==> src/rtl/assert_macros.svh <==
// ============================================================================
// Assertion macros
// Shared concurrent assertion macros for the RTL of the curvature unit.
// ============================================================================
`ifndef ASSERT_MACROS_SVH
`define ASSERT_MACROS_SVH

`ifndef NO_ASSERTIONS

`define CCC_ASSERT(lbl, clk, rst_n, prop) \
    lbl: assert property (@(posedge clk) disable iff (!rst_n) (prop)) \
        else $error("assertion failed");

`define CCC_ASSERT_NEXT(lbl, clk, rst_n, ante, cons) \
    lbl: assert property (@(posedge clk) disable iff (!rst_n) (ante) |=> (cons)) \
        else $error("assertion failed");

`else

`define CCC_ASSERT(lbl, clk, rst_n, prop)

`define CCC_ASSERT_NEXT(lbl, clk, rst_n, ante, cons)

`endif

`endif

==> src/rtl/ccc_sqrt.sv <==
// ============================================================================
// Pipelined square root
// Normalises the operand, then extracts two root bits in each of 16 stages.
// ============================================================================
module ccc_sqrt (
    input  logic        clk,
    input  logic        en,
    input  logic [63:0] s,
    output logic [63:0] r
);
    typedef struct packed {
        logic [35:0] rem;
        logic [31:0] root;
    } sq_t;

    function automatic sq_t sq_step(input sq_t cur, input logic [1:0] pair);
        sq_t         nxt;
        logic [35:0] acc;
        logic [35:0] trial;
        acc   = {cur.rem[33:0], pair};
        trial = {2'b00, cur.root, 2'b01};
        if (acc >= trial)
        begin
            nxt.rem  = acc - trial;
            nxt.root = {cur.root[30:0], 1'b1};
        end
        else
        begin
            nxt.rem  = acc;
            nxt.root = {cur.root[30:0], 1'b0};
        end
        return nxt;
    endfunction

    logic [3:0]  j_sel;
    logic [4:0]  shamt;
    logic [63:0] v_reg [0:15];
    logic [3:0]  j_reg [0:16];
    sq_t         st_reg [0:16];

    always_comb
    begin
        j_sel = 4'd11;
        for (int jj = 11; jj >= 0; jj--)
        begin
            if ((s >> (40 + 2 * jj)) == 64'd0)
            begin
                j_sel = 4'(jj);
            end
        end
        shamt = 5'd24 - 5'({j_sel, 1'b0});
    end

    always_ff @(posedge clk)
    begin
        if (en)
        begin
            v_reg[0]  <= s << shamt;
            j_reg[0]  <= j_sel;
            st_reg[0] <= '0;
        end
    end

    for (genvar k = 0; k < 16; k++)
    begin : g_stage
        sq_t mid;
        sq_t fin;

        always_comb
        begin
            mid = sq_step(st_reg[k], v_reg[k][63-4*k -: 2]);
            fin = sq_step(mid, v_reg[k][61-4*k -: 2]);
        end

        always_ff @(posedge clk)
        begin
            if (en)
            begin
                st_reg[k+1] <= fin;
                j_reg[k+1]  <= j_reg[k];
            end
        end

        if (k < 15)
        begin : g_pass
            always_ff @(posedge clk)
            begin
                if (en)
                begin
                    v_reg[k+1] <= v_reg[k];
                end
            end
        end
    end

    assign r = 64'(st_reg[16].root) << j_reg[16];
endmodule

==> config.mk <==
export PLATFORM = sky130hd
export DESIGN_NAME = ccc_sqrt
export DESIGN_NICKNAME = d
export VERILOG_FILES = /design/src/rtl/assert_macros.svh /design/src/rtl/ccc_sqrt.sv
export SDC_FILE = /design/constraint.sdc
export NUM_CORES = 2
export LEC_CHECK = 0
export CAP_MARGIN = 20
export CORE_MARGIN = 4
export CORE_UTILIZATION = 44
export CTS_CLUSTER_SIZE = 30
export DETAILED_ROUTE_END_ITERATION = 6
export DONT_BUFFER_PORTS = 1
export HOLD_SLACK_MARGIN = 0.1
export SYNTH_ARGS = -nofsm -noshare
export SYNTH_HDL_FRONTEND = slang
export SYNTH_SLANG_ARGS = --single-unit
export TNS_END_PERCENT = 30
==> constraint.sdc <==
create_clock -name clk -period 6.9 [get_ports clk]
set_input_delay 0.69 -clock clk [delete_from_list [all_inputs] [get_ports clk]]
set_output_delay 0.69 -clock clk [all_outputs]
set_load 0.02 [all_outputs]
After elaboration in Yosys (flattened, before gate mapping)
Memory sizes are Yosys's and may differ from the RTL's.
Cells that the tools add are included.
{"block": "word_totals", "reg_bits": 0, "latchBits": 0, "ram_bits": 2248, "rom_bits": 0, "inputBits": 66, "output_inout_bits": 64, "word_cells": 126, "mem_count": 3}
{"block": "op_classes", "addsub": 33, "n_mul": 0, "div_mod_pow": 0, "n_lt_le_gt_ge": 32, "eq_ne": 0, "shifts": 2, "n_mux": 45, "n_bitwise": 0, "n_reduce_logical": 11}
{"name": "st_reg", "words": 17, "width": 68, "rd": 17, "rd_clocked_by_memory_dff": 0, "wr": 17, "line_no": "ccc_sqrt.sv:39", "source": "sq_t st_reg [0:16];"}
{"name": "v_reg", "words": 16, "width": 64, "rd": 16, "rd_clocked_by_memory_dff": 0, "wr": 16, "line_no": "ccc_sqrt.sv:37", "source": "logic [63:0] v_reg [0:15];"}
{"name": "j_reg", "words": 17, "width": 4, "rd": 17, "rd_clocked_by_memory_dff": 0, "wr": 17, "line_no": "ccc_sqrt.sv:38", "source": "logic [3:0] j_reg [0:16];"}
{"cell": "$ge A36 B34 Y1", "count": 32}
{"cell": "$mux W68", "count": 16}
{"cell": "$mux W66", "count": 16}
{"cell": "$logic_not A64 Y1", "count": 11}
{"cell": "$sub A36 B34 Y36", "count": 16}
{"cell": "$sub A34 B34 Y34", "count": 16}
{"cell": "$shl A32 B4 Y64", "count": 1}
{"cell": "$shl A64 B5 Y64", "count": 1}
{"cell": "$mux W4", "count": 8}
{"cell": "$sub A5 B5 Y5 const A", "count": 1}
{"cell": "$mux W2", "count": 2}
{"cell": "$mux W1", "count": 3}

Logic depth before layout (Yosys ltp)
{"block": "depth", "depth_word": 14, "ltp_mapped": 30, "depth_no_buf": 27}

Worst setup path before layout
OpenSTA, ideal clock, no wires.
{"block": "synth_path", "path_type": "register to register", "startpoint": "memory st_reg[1][353] (netlist name)", "endpoint": "memory st_reg[1][462] (netlist name), data pin", "setup_ps": 260, "t_arrival_ps": 5982, "t_required_ps": 6640, "setup_slack_ps": 658, "stages_incl_launch_ff": 30, "n_path_buf": 6, "synth_period_minus_slack_ps": 6242, "cell_sequence": "edfxtp_1 inv_1 ha_1 clkbuf_1 a21oi_1 o21ai_0 a221oi_1 nor3_1 or3_1 buf_2 inv_2 clkbuf_1 nor2_1 nor2_1 ha_1 clkbuf_1 a21o_1 a21o_1 a21oi_1 o21ai_0 a221oi_1 o21ai_0 a31oi_1 o21ai_0 o31a_1 or4_1 clkbuf_1 or2_1 buf_2 mux2_2"}
{"element": "start: declaration", "line_no": "ccc_sqrt.sv:39"}

==> key figures <==
Final layout
  • Synthesis-to-layout area growth: 10.0%
  • Commonest non-fill, non-tap cells in the layout: 1,371 x edfxtp_1, 757 x nor2_1, 724 x a21oi_1
  • Final-stage net count: 9,467
  • Most common cell after layout, fill and taps aside: edfxtp_1
  • Share of layout cells above drive strength 1: 7.29%
  • Final Cell Area: 0.0988 mm2
  • Max reg flops: 759
  • Register Area: 0.0412 mm2
  • Multi-input combinational cell area: 0.0457 mm2
  • Fin cells: 11,600
  • Fillers: 18,400

Clocking
  • Clock sink count: 1,371
  • Num CTS Buffers: 156
  • Worst-path clk slew: 0.06 ns
  • Root Driver: clkbuf_16
  • Clk_lat worst skew: 0.81 ns
  • H-tree levels: 4
  • CTS tree: built
  • Clock tree buffer depth: 3

Placed design
  • Routability cong.: 0.932
  • DP Worst Slack: -0.0482 ns
  • Placed cell areas: 0.0933 mm2
  • DP Wirelength: 192,000 um
  • IO Port Bufs: 0
  • Post-Place Cells: 11,300

Critical path
  • Slowest Stage Delay on Critical Path: 0.47 ns
  • Worst setup path class: reg -> reg
  • Kind of start point of the critical path: register
  • Crit path max-delay family: compound AO/OA/AOI/OAI gates
  • Crit path buffers/inverters: 2
  • CP endpoint kind: register
  • Critical path peak fanout: 41
  • Critical Path RT: 7.38 ns
  • Worst EP arrival: 7.05 ns
  • Sequence of cells on the critical path: inv_1, ha_1, o21ai_0, a22o_1, o21ai_0, a21o_1, a21o_1, a21oi_1, o21bai_1, a31oi_1, xor2_1, o21ai_0, ha_1, and4_1, a221oi_1, o21ai_0, a21oi_2, o211ai_1, a211oi_1, or2_2, a21oi_1, nand4b_1, buf_12, mux2_2
  • Crit path max-delay cell type: edfxtp_1
  • Top cell by count, worst path: o21ai_0

Synth
  • Top FF cell, synth: edfxtp_1
  • Mean post-synth cell area: 10.2 um2
  • Syn Inst Count: 8,807
  • Register area share after synthesis: 45.8%
  • Synth async-reset ratio: 0%
  • Mapped cell area: 0.0898 mm2
  • Flops & latches, synth: 1,371
  • Netlist cell types: 115
  • Post-synth EDFFs: 1,371
  • Yosys warns: 0

GRT
  • Pin count of the biggest net entering global routing: 231
  • Initial antenna violation count: 4
  • First-pass GRT wire length: 381,000 um
  • Vias in the first global route: 64,600
  • Global route overflow: 0
  • Total track usage: 22.9%

Floorplan
  • IO Pins: 130
  • Chip height: 460 um
  • Die area: 0.211 mm2
  • Initial Utilization: 44.4%
  • Core footprint: 0.203 mm2
  • Die width: 460 um
  • # rows: 165

Routing
  • Post-DRT Antenna Nets: 0
  • Drt via density: 5.85
  • WL/cell: 21.4 um
  • Via Count: 68,100
  • Final WL: 249,000 um
  • Remaining DRCs: 0
  • DRT Pass-1 Iters: 6
  • Initial DRC Count: 6,244

Run status
  • Status: finished, final reports clean

Timing
  • Fin Clk Skew: 0.0810 ns
  • Final hold violations: 0
  • Max_slew headroom: 12.7%
  • Fin crit share: 95.3%
  • Fmax: 152 MHz
  • Pins Over Slew Limit: 0
  • Final setup fails: 0
  • Final Critical Period: 6.57 ns
  • Setup TNS: 0 ns
  • Worst Max-Slew Pin Slew: 1.31 ns
  • Final WS setup: 0.327 ns

Pwr
  • P_leak: 0.0392 uW
  • Peak VDD IR: 0.301 mV
  • Total Power: 35,600 uW
  • PD cells: 360 mW/mm2

Job
  • MaxCap Viol Count: 0

Hold path
  • Hold Path Class: in -> reg
## worst register-to-register path: cells and delay by family, from the launching register on
| kind | cells | cell delay [ns] |
|---|---|---|
| muxes | 1 | 0.39 |
| and+or+nand+nor | 3 | 0.82 |
| xor gates and xnor gates | 1 | 0.10 |
| DFF | 1 | 0.47 |
| buffers and inverters | 2 | 0.35 |
| adders and majority gates | 2 | 0.76 |
| AOI/OAI and AO/OA | 15 | 3.37 |
## cell usage after synthesis (25+ instances only)
master       n  area share [%]
nand3_1    202             1.1
nand4b_1    25            0.24
ha_1       559             7.8
o211ai_1    46            0.38
mux2_2     110             1.4
mux2i_1    221             2.5
a211oi_1    67            0.56
o21a_1     104            0.87
nand2_1    627             2.6
nand3b_1    37            0.31
and4_1      33            0.32
nor2b_1     91            0.63
inv_1      505             2.1
nor2_1     759             3.2
and2_1      69            0.48
nor4_1      91            0.63
a31oi_1     68            0.47
buf_1       30            0.13
or4_1       38            0.32
a21o_1     289             2.4
o31ai_1     66            0.55
or2_2       53            0.37
xnor2_1    486             4.7
edfxtp_1  1371              46
or3_1       63            0.44
nor3_1     243             1.4
nand2b_1    75            0.52
a21oi_1    726             4.0
o21bai_1    77            0.64
nor4b_1     28            0.27
nand4_1    165             1.1
xor2_1     278             2.7
clkbuf_1   205            0.86
nor3b_1     25            0.21
buf_4       25            0.21
and3_1      99            0.69
o21ai_0    385             2.1
## cells by family after synthesis
| family | count (synthesis) | share of synthesized area [%] |
|---|---|---|
| other | 2 | 0.00836 |
| AO/OA/AOI/OAI | 2183 | 15.6 |
| buffers and inverters | 801 | 3.50 |
| XOR/XNOR | 764 | 7.45 |
| multiplexers | 351 | 4.31 |
| adder cells (fa/ha/maj) | 559 | 7.79 |
| AND/OR/NAND/NOR | 2776 | 15.5 |
| flip-flops | 1371 | 45.8 |
## routing by layer
metal / up-vias / track usage (%) / part of all wire [%]
met3: 321 / 3.57 / 6.1
met5: - / 0 / 0
met2: 1992 / 34.1 / 43
li1: 32900 / - / -
met1: 32900 / 34.6 / 49
met4: 0 / 5.71 / 2.4
## what timing repair did
action / in CTS / in global routing
gates resized for setup: 3 / 13
setup endpoints to repair: 34 / 65
endpoints found under the hold margin: 82 / 0
hold buffers: 1 / 0
setup buffers: 0 / 6
pin swaps: 0 / 2
gates cloned: 0 / 0
## per-stage QoR
step / util [%] / hold slack, ns
6_report: 48.8 / 0.236
5_1_grt: 48.8 / 0.192
4_1_cts: 48.7 / 0.155
3_5_place_dp: 46.1 / 0.405
3_3_place_gp: 46.1 / 0.400
2_1_floorplan: - / 0.400
## layout make-up
cell class	instances	share of cell area (%)
repair buffers	145	1.36
multi-input cells	6653	46.2
flip-flops and latches	1371	41.7
clock buffers	181	4.05
diodes	2	0.00506
clock inverters	98	1.37
inverters	515	1.96
well taps	2672	3.38
## power by group
group	total [uW]	internal, uW	switching [uW]
Combinational	15100	6130	8930
Clock	8470	4920	3560
Sequential	12100	11000	1100
Total	35600	22000	13600
## worst paths after layout
path	startpoint	to	slack, ns	depth (start not counted)
worst max-delay path	st_reg[1][273]	st_reg[1][379]	0.33	24
worst min-delay path	s[0]	v_reg[0][0]	0.24	2
worst max register to register	st_reg[1][273]	st_reg[1][379]	0.33	24
worst min register to register	v_reg[0][335]	v_reg[0][399]	0.39	0
Power figures use the tool's default switching activity.
